**src/rtl/ita_pkg.sv**
```systemverilog
// Package for the integer to ASCII formatter: word types, command codes, states, helpers.
`timescale 1ns / 1ps
package ita_pkg;

	// Command codes
	localparam logic [2:0] CMD_SDEC   = 3'd0;
	localparam logic [2:0] CMD_UDEC   = 3'd1;
	localparam logic [2:0] CMD_HEX_LO = 3'd2;
	localparam logic [2:0] CMD_HEX_UP = 3'd3;
	localparam logic [2:0] CMD_PTR_LO = 3'd4;
	localparam logic [2:0] CMD_PTR_UP = 3'd5;

	// Sizes
	localparam int VALUE_W  = 64;
	localparam int DEC_W    = 32;
	localparam int NIBBLES  = VALUE_W / 4;
	localparam int BCD_DIGS = 10;
	localparam int CNT_W    = $clog2(DEC_W);
	localparam int NDIG_W   = $clog2(NIBBLES + 1);

	// ASCII codes
	localparam logic [7:0] CH_ZERO  = 8'h30;
	localparam logic [7:0] CH_X     = 8'h78;
	localparam logic [7:0] CH_MINUS = 8'h2d;
	localparam logic [7:0] CH_PLUS  = 8'h2b;
	localparam logic [7:0] CH_LO_A  = 8'h61;
	localparam logic [7:0] CH_UP_A  = 8'h41;

	typedef struct packed {
		logic [2:0]         command;
		logic [VALUE_W-1:0] value;
		logic               plus_flag;
	} ita_in_t;

	typedef struct packed {
		logic [7:0] out_char;
		logic       last;
	} ita_out_t;

	typedef enum logic [2:0] {
		ST_IDLE,
		ST_CONV,
		ST_SKIP,
		ST_PREFIX,
		ST_DIGITS
	} ita_state_t;

	// One nibble to its ASCII digit
	function automatic logic [7:0] nib_to_ascii(input logic [3:0] nib, input logic upper);
		logic [7:0] ch;
		if (nib < 4'd10) begin
			ch = CH_ZERO + {4'd0, nib};
		end else if (upper) begin
			ch = CH_UP_A + {4'd0, nib} - 8'd10;
		end else begin
			ch = CH_LO_A + {4'd0, nib} - 8'd10;
		end
		return ch;
	endfunction

endpackage

```
**src/rtl/integer_to_ascii_formatter.sv**
```systemverilog
// Top level: serial integer to decimal/hex ASCII formatter.
// Operation: a word is accepted in idle. Hex modes then scan the 16 nibbles for the first nonzero
// one, emit the prefix, then one character per cycle while the output is not stalled.
// Decimal modes first run shift-and-add-3 BCD conversion, one bit per cycle.
// A new word is not taken while one is being formatted; the next word is accepted once the last
// character has been loaded into the output register.
// Reset (arst_n low) returns the controller to idle and drops the output valid.
`timescale 1ns / 1ps
module integer_to_ascii_formatter (
	input  logic              clk,
	input  logic              arst_n,
	input  logic              in_valid,
	output logic              in_ready,
	input  ita_pkg::ita_in_t  in_data,
	output logic              out_valid,
	input  logic              out_ready,
	output ita_pkg::ita_out_t out_data
);
	import ita_pkg::*;

	ita_state_t state_q, state_d;

	logic [VALUE_W-1:0] dig_q;    // digit shift register, top nibble is next
	logic [DEC_W-1:0]   bin_q;    // binary source for BCD conversion
	logic [CNT_W-1:0]   cnt_q;
	logic [NDIG_W-1:0]  ndig_q;   // digits still held in dig_q
	logic [15:0]        pre_q;    // prefix characters, next in top byte
	logic [1:0]         pre_n_q;
	logic               upper_q;
	logic               out_valid_q;
	ita_out_t           out_q;

	logic               accept;
	logic               cmd_ok;
	logic               is_dec;
	logic               can_push;
	logic               push;
	logic               skip_done;
	ita_out_t           push_word;
	logic [DEC_W-1:0]   low;
	logic [DEC_W-1:0]   neg_low;
	logic [BCD_DIGS*4-1:0] bcd_adj;

	assign in_ready  = (state_q == ST_IDLE);
	assign accept    = in_valid && in_ready;
	assign low       = in_data.value[DEC_W-1:0];
	assign neg_low   = '0 - low;
	assign cmd_ok    = (in_data.command == CMD_SDEC) || (in_data.command == CMD_UDEC) ||
	                   (in_data.command == CMD_HEX_LO) || (in_data.command == CMD_HEX_UP) ||
	                   (in_data.command == CMD_PTR_LO) || (in_data.command == CMD_PTR_UP);
	assign is_dec    = (in_data.command == CMD_SDEC) || (in_data.command == CMD_UDEC);
	assign can_push  = !out_valid_q || out_ready;
	assign skip_done = (dig_q[VALUE_W-1 -: 4] != 4'd0) || (ndig_q == NDIG_W'(1));

	// Add-3 adjust on every BCD digit before the shift
	always_comb begin
		for (int i = 0; i < BCD_DIGS; i++) begin
			if (dig_q[i*4 +: 4] >= 4'd5) begin
				bcd_adj[i*4 +: 4] = dig_q[i*4 +: 4] + 4'd3;
			end else begin
				bcd_adj[i*4 +: 4] = dig_q[i*4 +: 4];
			end
		end
	end

	// Next state
	always_comb begin
		state_d = state_q;
		unique case (state_q)
			ST_IDLE: begin
				if (accept && cmd_ok) begin
					state_d = is_dec ? ST_CONV : ST_SKIP;
				end
			end
			ST_CONV: begin
				if (cnt_q == CNT_W'(DEC_W - 1)) begin
					state_d = ST_SKIP;
				end
			end
			ST_SKIP: begin
				if (skip_done) begin
					state_d = (pre_n_q != 2'd0) ? ST_PREFIX : ST_DIGITS;
				end
			end
			ST_PREFIX: begin
				if (can_push && pre_n_q == 2'd1) begin
					state_d = ST_DIGITS;
				end
			end
			ST_DIGITS: begin
				if (can_push && ndig_q == NDIG_W'(1)) begin
					state_d = ST_IDLE;
				end
			end
			default: state_d = ST_IDLE;
		endcase
	end

	// Output word selection
	always_comb begin
		push      = 1'b0;
		push_word = '0;
		unique case (state_q)
			ST_PREFIX: begin
				push               = can_push;
				push_word.out_char = pre_q[15:8];
				push_word.last     = 1'b0;
			end
			ST_DIGITS: begin
				push               = can_push;
				push_word.out_char = nib_to_ascii(dig_q[VALUE_W-1 -: 4], upper_q);
				push_word.last     = (ndig_q == NDIG_W'(1));
			end
			default: begin
				push      = 1'b0;
				push_word = '0;
			end
		endcase
	end

	// Control registers
	always_ff @(posedge clk or negedge arst_n) begin
		if (!arst_n) begin
			state_q     <= ST_IDLE;
			out_valid_q <= 1'b0;
		end else begin
			state_q <= state_d;
			if (push) begin
				out_valid_q <= 1'b1;
			end else if (out_ready) begin
				out_valid_q <= 1'b0;
			end
		end
	end

	// Datapath registers
	always_ff @(posedge clk) begin
		if (push) begin
			out_q <= push_word;
		end
		case (state_q)
			ST_IDLE: begin
				if (accept) begin
					cnt_q   <= '0;
					ndig_q  <= NDIG_W'(NIBBLES);
					upper_q <= (in_data.command == CMD_HEX_UP) ||
					           (in_data.command == CMD_PTR_UP);
					// decimal starts from an empty BCD register
					if (is_dec) begin
						dig_q <= '0;
					end else begin
						dig_q <= in_data.value;
					end
					if (in_data.command == CMD_SDEC && low[DEC_W-1]) begin
						bin_q <= neg_low;
					end else begin
						bin_q <= low;
					end
					// sign or pointer prefix
					if (in_data.command == CMD_SDEC && low[DEC_W-1]) begin
						pre_q   <= {CH_MINUS, 8'h00};
						pre_n_q <= 2'd1;
					end else if ((in_data.command == CMD_SDEC && in_data.plus_flag &&
					              low != '0) ||
					             (in_data.command == CMD_UDEC && in_data.plus_flag)) begin
						pre_q   <= {CH_PLUS, 8'h00};
						pre_n_q <= 2'd1;
					end else if (in_data.command == CMD_PTR_LO ||
					             in_data.command == CMD_PTR_UP) begin
						pre_q   <= {CH_ZERO, CH_X};
						pre_n_q <= 2'd2;
					end else begin
						pre_q   <= '0;
						pre_n_q <= 2'd0;
					end
				end
			end
			ST_CONV: begin
				dig_q <= {{(VALUE_W - BCD_DIGS*4){1'b0}},
				          bcd_adj[BCD_DIGS*4-2:0], bin_q[DEC_W-1]};
				bin_q <= {bin_q[DEC_W-2:0], 1'b0};
				cnt_q <= cnt_q + CNT_W'(1);
			end
			ST_SKIP: begin
				if (!skip_done) begin
					dig_q  <= {dig_q[VALUE_W-5:0], 4'd0};
					ndig_q <= ndig_q - NDIG_W'(1);
				end
			end
			ST_PREFIX: begin
				if (push) begin
					pre_q   <= {pre_q[7:0], 8'h00};
					pre_n_q <= pre_n_q - 2'd1;
				end
			end
			ST_DIGITS: begin
				if (push) begin
					dig_q  <= {dig_q[VALUE_W-5:0], 4'd0};
					ndig_q <= ndig_q - NDIG_W'(1);
				end
			end
			default: begin
			end
		endcase
	end

	assign out_valid = out_valid_q;
	assign out_data  = out_q;

	// Checks
	a_bad_cmd_idle: assert property (@(posedge clk) disable iff (!arst_n)
		(accept && !cmd_ok) |=> in_ready)
		else $error("unknown command left idle");
	a_digits_cnt: assert property (@(posedge clk) disable iff (!arst_n)
		(state_q == ST_DIGITS) |-> (ndig_q != '0))
		else $error("digit count empty while emitting");
	a_prefix_cnt: assert property (@(posedge clk) disable iff (!arst_n)
		(state_q == ST_PREFIX) |-> (pre_n_q != 2'd0))
		else $error("prefix count empty while emitting prefix");
	a_last_idle: assert property (@(posedge clk) disable iff (!arst_n)
		(push && push_word.last) |=> (state_q == ST_IDLE))
		else $error("last character did not end the word");

endmodule
```
**config.mk**
```make
export PLATFORM = sky130hd
export DESIGN_NAME = integer_to_ascii_formatter
export DESIGN_NICKNAME = d
export VERILOG_FILES = /design/src/rtl/ita_pkg.sv /design/src/rtl/integer_to_ascii_formatter.sv
export SDC_FILE = /design/constraint.sdc
export NUM_CORES = 1
export LEC_CHECK = 0
export ABC_AREA = 1
export BUFFER_PORTS_ARGS = -buffer_cell sky130_fd_sc_hd__buf_4
export CELL_PAD_IN_SITES_DETAIL_PLACEMENT = 0
export CELL_PAD_IN_SITES_GLOBAL_PLACEMENT = 1
export CORE_MARGIN = 2
export CORE_UTILIZATION = 25
export DETAILED_ROUTE_END_ITERATION = 8
export PLACE_DENSITY_LB_ADDON = 0.12
export SLEW_MARGIN = 25
export SYNTH_ARGS = -nofsm -noshare
export SYNTH_HDL_FRONTEND = slang
export SYNTH_SLANG_ARGS = --single-unit
```
**constraint.sdc**
```tcl
create_clock -name clk -period 4.31 [get_ports clk]
set_input_delay 0.862 -clock clk [delete_from_list [all_inputs] [get_ports clk]]
set_output_delay 0.862 -clock clk [all_outputs]
set_load 0.02 [all_outputs]
```
==> out/qor.txt, run 1 <==
outcome -> finished clean
top layer reached by signal wires -> met4
die outline area -> 0.03204 mm^2
number of max-cap violations -> 0
number of antenna violations at the first check in global routing -> 0
Post-layout nets -> 1039
worst setup slack for register-to-register paths -> 1.70 ns
latest clock arrival within the worst-skew pair -> 0.44 ns
floorplan row count -> 64
final worst path period share -> 0.6112
via/cell ratio -> 4.572
dpl ws -> 1.243 ns
data arrival time at the worst-slack endpoint -> 2.82 ns
number of detailed-route iterations in the first pass -> 5
share of layout cells above drive strength 1 -> 0.1441
worst endpoint required time -> 4.50 ns
DRC -> 0
sequential cell area fraction in the yosys report -> 0.5034
cell area after placement -> 0.008682 mm^2
clock tree from TritonCTS -> built
count of antenna diodes in the layout -> 0
Hold Vio Cnt, Final -> 0
via count of the first global-routing pass -> 6213
final antenna-violating net count -> 0
# resized after CTS -> 0
depth of the CTS H-tree -> 4
wire length of the first global-routing pass -> 35760 um
cell area after layout -> 0.009293 mm^2
post-synthesis cell type count -> 37
r2r worst-path depth -> 7
Layout Skew -> 0.01770 ns
Fill cells -> 3231
synth-to-layout area growth -> 21.38%
top library cells by usage in the layout, fill and taps aside -> sky130_fd_sc_hd__nand2_1 (184), sky130_fd_sc_hd__edfxtp_1 (125), sky130_fd_sc_hd__inv_1 (116)
detailed-routing wirelength on met1 -> 10520 um
PD cells -> 756.3 mW/mm^2
met3 wire length -> 690 um
relative slew slack -> 0.4207
number of vias in the routed layout -> 6159
clock slew at reported path FFs -> 0.07 ns
maximum number of pins on one net before global-route repair -> 77
Die X-Extent -> 179 um
highest clock rate -> 379.6 MHz
initial standard-cell utilization of the core -> 0.2523
proportion of synthesized flip-flops having asynchronous set or reset -> 0.03101
height of the chip -> 179 um
number of clock buffers inserted by TritonCTS -> 17
class of the most critical hold timing path -> input port to asynchronous set/reset pin
ys flop type -> sky130_fd_sc_hd__edfxtp_1
average routed wire per standard cell -> 16.90 um
met2 wirelength from detailed routing -> 11350 um
category of the worst setup path launch point -> input port
longest individual stage delay on the worst path -> 0.56 ns
slew at the pin closest to its max-slew limit -> 0.8676 ns
non-filler instance count after layout -> 1347
Worst R2R End -> dig_q[29]
total leakage power -> 0.003911 uW
Worst setup EP type -> flop
number of input and output port buffers inserted -> 81
number of setup buffers added after CTS -> 0
count of hold-fix buffers inserted at cts -> 0
clock tree root buffer cell -> sky130_fd_sc_hd__clkbuf_16
most common library cell in the layout ignoring fill and taps -> sky130_fd_sc_hd__nand2_1
maximum buffer depth of the clock tree -> 2
remaining global-route overflow -> 0
beginning of the worst register-to-register path -> dig_q[61]
time the final worst path needs with I/O delays and setup -> 2.634 ns
Tot GR Track Use -> 0.1487
setup violators final -> 0
Routed WL -> 22760 um
flip-flop and latch count after synthesis -> 129
critical path start-end classification -> input port to flop
critical-path cell list -> buf_4 > inv_1 > nand3_1 > nor2_4 > inv_2 > nor2_1 > nor2_2 > nand3_1 > nand2_1 > nand3_1 > nand2_1
sink count of the clock tree -> 129
Ys Warns -> 0
most prevalent standard cell on the critical path -> sky130_fd_sc_hd__nand3_1
post-synthesis cell count -> 860
Post-Route Hold Slack -> 0.2268 ns
final worst-path setup slack -> 1.676 ns
Post-synth EDFFs -> 125
setup total negative slack -> 0 ns
top fanout value on the critical path -> 26
Max Transition Viols Final -> 0
IR drop worst, VDD -> 0.0003737 V
netlist area before placement -> 0.007656 mm^2
placed instance count -> 1315
initial detailed-routing violation count -> 397
placer's final routability congestion estimate -> 0.7526
Post-Synthesis Mean Instance Area -> 8.902 um^2
IO Count -> 83
Core ar. -> 0.03035 mm^2
critical-path cell with the highest stage delay -> sky130_fd_sc_hd__nor2_4
setup repair after global routing missed its margin -> no
synthesized net count -> 961
half-perimeter wire length of the detailed placement result -> 16060 um
[cells in the mapped netlist (3+ instances only)]
cell type,number,area share
sky130_fd_sc_hd__ha_1,29,0.047
sky130_fd_sc_hd__buf_2,15,0.0098
sky130_fd_sc_hd__nand3_1,50,0.033
sky130_fd_sc_hd__o31ai_1,3,0.0029
sky130_fd_sc_hd__dfrtp_1,4,0.013
sky130_fd_sc_hd__a21oi_1,31,0.020
sky130_fd_sc_hd__inv_2,6,0.0029
sky130_fd_sc_hd__a22o_1,21,0.024
sky130_fd_sc_hd__nor2_1,76,0.037
sky130_fd_sc_hd__xor2_1,23,0.026
sky130_fd_sc_hd__nor3_1,12,0.0078
sky130_fd_sc_hd__nand4_1,8,0.0065
sky130_fd_sc_hd__clkbuf_1,8,0.0039
sky130_fd_sc_hd__or2_2,3,0.0025
sky130_fd_sc_hd__o211ai_1,22,0.022
sky130_fd_sc_hd__o21ai_0,66,0.043
sky130_fd_sc_hd__edfxtp_1,125,0.49
sky130_fd_sc_hd__inv_1,116,0.057
sky130_fd_sc_hd__o221ai_1,27,0.031
sky130_fd_sc_hd__nand2_1,184,0.090
sky130_fd_sc_hd__o21ai_1,6,0.0039
[routing by layer]
| layer | vias to the layer above | GRT usage |
|---|---|---|
| met5 | - | 0 |
| met4 | 0 | 0.03252 |
| met3 | 13 | 0.02884 |
| met2 | 91 | 0.2567 |
| met1 | 2918 | 0.1920 |
| li1 | 3137 | - |
[layout make-up]
type	instances	area [um^2]	share of cell area
clock buffers	17	425.4	0.04578
clock inverters	15	185.2	0.01993
inverters	122	457.9	0.04928
multi-input cells	581	3209	0.3454
flip-flops and latches	129	3854	0.4147
well taps	396	495.5	0.05332
repair buffers	87	665.6	0.07163
[cells by family after synthesis]
kind of cell,after synthesis,share of synthesized area
fa+ha+maj,29,0.04739
simple gates,344,0.1891
other cells,1,0.0004898
xor+xnor,24,0.02746
compound gates,183,0.1538
buf+inv,150,0.07844
flops,129,0.5034
[metrics by stage]
step           utilization  power, uW
2_1_floorplan            -       4697
3_3_place_gp        0.2861       5656
3_5_place_dp        0.2861       5629
4_1_cts             0.3062       7182
5_1_grt             0.3062       7649
6_report            0.3062       7028
[power by group]
group / internal (uW) / total, uW / switching (uW)
logic: 906 / 2840 / 1930
clock network: 791 / 1500 / 712
registers: 2380 / 2690 / 302
[critical path, delay by kind of cell]
family | cells | cell delay (ns)
AND/OR/NAND/NOR | 8 | 1.43
buffers and inverters | 3 | 0.52
[registers in the layout, indices dropped and copies added (netlist names)]
signal	count
dig_q	64
ndig_q	5
out_data	8
upper_q	1
cnt_q	5
bin_q	32
pre_q	8
pre_n_q	2
out_valid	1
state_q	3
[worst max-delay path by stage]
| stage | cells past startpoint | startpoint | end | slack (ns) |
|---|---|---|---|---|
| 2_1_floorplan | 6 | out_ready | dig_q[0] | 0.99 |
| 3_3_place_gp | 10 | in_data[1] | pre_n_q[0] | 1.25 |
| 3_5_place_dp | 11 | in_data[65] | bin_q[25] | 1.24 |
| 4_1_cts | 7 | dig_q[61] | dig_q[29] | 1.64 |
| 5_1_grt | 7 | dig_q[60] | dig_q[29] | 1.50 |
| 6_report | 11 | in_data[65] | bin_q[21] | 1.68 |
No activity file was read; power rests on OpenSTA's default activity.
==> inputs of run 2 (changes only) <==
- clock period: 4.31 -> 2.4 ns (I/O delays scaled with it)
==> out/qor.txt, run 2 (synthesized netlist as in run 1, its figures left out) <==
total leakage power -> 0.003997 uW (+2.2%)
number of detailed-route iterations in the first pass -> 6 (+1)
Routed WL -> 22680 um (-0.35%)
Post-layout nets -> 1057 (+1.7%)
clock slew at reported path FFs -> 0.06 ns (about the same)
slew at the pin closest to its max-slew limit -> 0.6999 ns (-0.1677 ns)
via/cell ratio -> 4.537 (-0.78%)
via count of the first global-routing pass -> 6482 (+4.3%)
clock tree root buffer cell -> sky130_fd_sc_hd__clkbuf_16
IO Count -> 83 (unchanged)
maximum number of pins on one net before global-route repair -> 77 (unchanged)
relative slew slack -> 0.5327 (+0.1120)
number of setup buffers added after CTS -> 0 (unchanged)
Worst setup EP type -> flop
register bank with the most flops -> dig_q
maximum buffer depth of the clock tree -> 2 (unchanged)
setup repair after global routing missed its margin -> no
number of max-cap violations -> 0 (unchanged)
setup violators final -> 0 (unchanged)
sequential share of power -> 0.375 (-0.007)
share of layout cells above drive strength 1 -> 0.1570 (+0.01297)
count of hold-fix buffers inserted at cts -> 1 (+1)
final antenna-violating net count -> 0 (unchanged)
Die X-Extent -> 179 um (unchanged)
latest clock arrival within the worst-skew pair -> 0.43 ns (about the same)
Sw Ratio -> 0.3983 (-0.02110)
die outline area -> 0.03204 mm^2 (unchanged)
switching pwr -> 5125 uW (+74%)
registers with the most flip-flops -> dig_q: 64 flops, bin_q: 32 flops
class of the most critical hold timing path -> input port to flop
time the final worst path needs with I/O delays and setup -> 1.972 ns
r2r worst-path depth -> 7 (unchanged)
worst setup slack for register-to-register paths -> 0.43 ns (-1.27 ns)
most common library cell in the layout ignoring fill and taps -> sky130_fd_sc_hd__nand2_1
number of vias in the routed layout -> 6188 (+0.47%)
number of antenna violations at the first check in global routing -> 0 (unchanged)
IR drop worst, VDD -> 0.0006173 V (+65%)
Max Transition Viols Final -> 0 (unchanged)
worst hold endpoint -> dig_q[46]
Worst R2R End -> dig_q[32]
Tot GR Track Use -> 0.1494 (+0.0007016)
worst endpoint required time -> 2.52 ns (-1.98 ns)
count of antenna diodes in the layout -> 0 (unchanged)
depth of the CTS H-tree -> 4 (unchanged)
remaining global-route overflow -> 0 (unchanged)
Fill cells -> 3212 (-0.59%)
Layout Skew -> 0.008650 ns (-0.009053 ns)
height of the chip -> 179 um (unchanged)
top fanout value on the critical path -> 34 (+31%)
Worst Min Path Start -> in_data[47]
setup total negative slack -> 0 ns (unchanged)
highest clock rate -> 507.2 MHz
category of the worst setup path launch point -> flop
beginning of the worst register-to-register path -> dig_q[60]
outcome -> finished clean
number of clock buffers inserted by TritonCTS -> 17 (unchanged)
top library cells by usage in the layout, fill and taps aside -> sky130_fd_sc_hd__nand2_1 (184), sky130_fd_sc_hd__edfxtp_1 (125), sky130_fd_sc_hd__inv_1 (116)
Gate power share -> 0.416 (+0.012)
floorplan row count -> 64 (unchanged)
initial detailed-routing violation count -> 368 (-7.3%)
final worst path period share -> 0.8216
average routed wire per standard cell -> 16.63 um (-1.6%)
Core ar. -> 0.03035 mm^2 (unchanged)
half-perimeter wire length of the detailed placement result -> 16350 um (+1.8%)
Hold Vio Cnt, Final -> 0 (unchanged)
wire length of the first global-routing pass -> 36030 um (+0.75%)
# resized after CTS -> 0 (unchanged)
data arrival time at the worst-slack endpoint -> 2.09 ns (-0.73 ns)
area of the multi-input gates -> 0.003214 mm^2 (+0.16%)
number of input and output port buffers inserted -> 81 (unchanged)
Layout Utilization -> 0.3118 (+0.005648)
internal power component -> 7743 uW (+90%)
synth-to-layout area growth -> 23.62%
clock share of power -> 0.209 (-0.005)
initial standard-cell utilization of the core -> 0.2523 (unchanged)
placer's final routability congestion estimate -> 0.7687 (+2.1%)
Min-Delay Path Depth -> 2
sink count of the clock tree -> 129 (unchanged)
number of flip-flops under the largest register name -> 64 (unchanged)
clock tree from TritonCTS -> built
DRC -> 0 (unchanged)
FF/Latch Area -> 0.003854 mm^2 (unchanged)
critical path start-end classification -> flop to flop
PD cells -> 1360 mW/mm^2 (+80%)
run 2: per-stage QoR:
stage	hold slack, ns	setup slack, ns	total power [uW]	instance area, um^2	cells
floorplan	0.1844	0.02152	8433	7669	860
global placement	0.2872	0.2255	10420	8865	1332
detailed placement	0.2846	0.1675	10360	8865	1332
CTS	0.3173	0.3802	13130	9464	1364
global route	0.3275	0.2657	14010	9464	1364
finish	0.3404	0.4283	12870	9464	1364
run 2: area by class of cell:
class / instances / share of cell area
Sequential cell: 129 / 0.4072
Timing Repair Buffer: 105 / 0.09016
Tap cell: 396 / 0.05235
Multi-Input combinational cell: 581 / 0.3396
Clock buffer: 17 / 0.04495
Inverter: 122 / 0.04839
Clock inverter: 14 / 0.01732
run 2: worst max-delay path by stage:
| stage | start | endpoint | slack, ns |
|---|---|---|---|
| floorplan | dig_q[60] | dig_q[0] | 0.02 |
| global placement | in_data[1] | bin_q[30] | 0.23 |
| detailed placement | in_data[1] | bin_q[30] | 0.17 |
| CTS | dig_q[60] | dig_q[32] | 0.38 |
| global route | state_q[1] | dig_q[33] | 0.27 |
| finish | dig_q[60] | dig_q[32] | 0.43 |
run 2: critical path, cell delays in order (launching register included):
cell and delay (ns):
sky130_fd_sc_hd__edfxtp_1 0.44, sky130_fd_sc_hd__inv_1 0.13, sky130_fd_sc_hd__ha_1 0.16, sky130_fd_sc_hd__nand3_1 0.12, sky130_fd_sc_hd__nor3_2 0.27, sky130_fd_sc_hd__nor3_1 0.11, sky130_fd_sc_hd__nor2_4 0.18, sky130_fd_sc_hd__buf_12 0.23
run 2: power groups by stage:
stage	Sequential, uW	Clock, uW	Combinational, uW
2_1_floorplan	4800	0	3640
3_3_place_gp	4870	0	5540
3_5_place_dp	4870	0	5490
4_1_cts	4840	2770	5510
5_1_grt	4970	2850	6190
6_report	4820	2690	5350
run 2: per-layer routing:
metal  global-route usage  share of wire  vias to the layer above
met1               0.1962           0.47                     2928
met2               0.2529           0.49                       87
met4              0.04370          0.012                        0
li1                     -              -                     3157
met3              0.02354          0.027                       16
met5                    0              0                        -
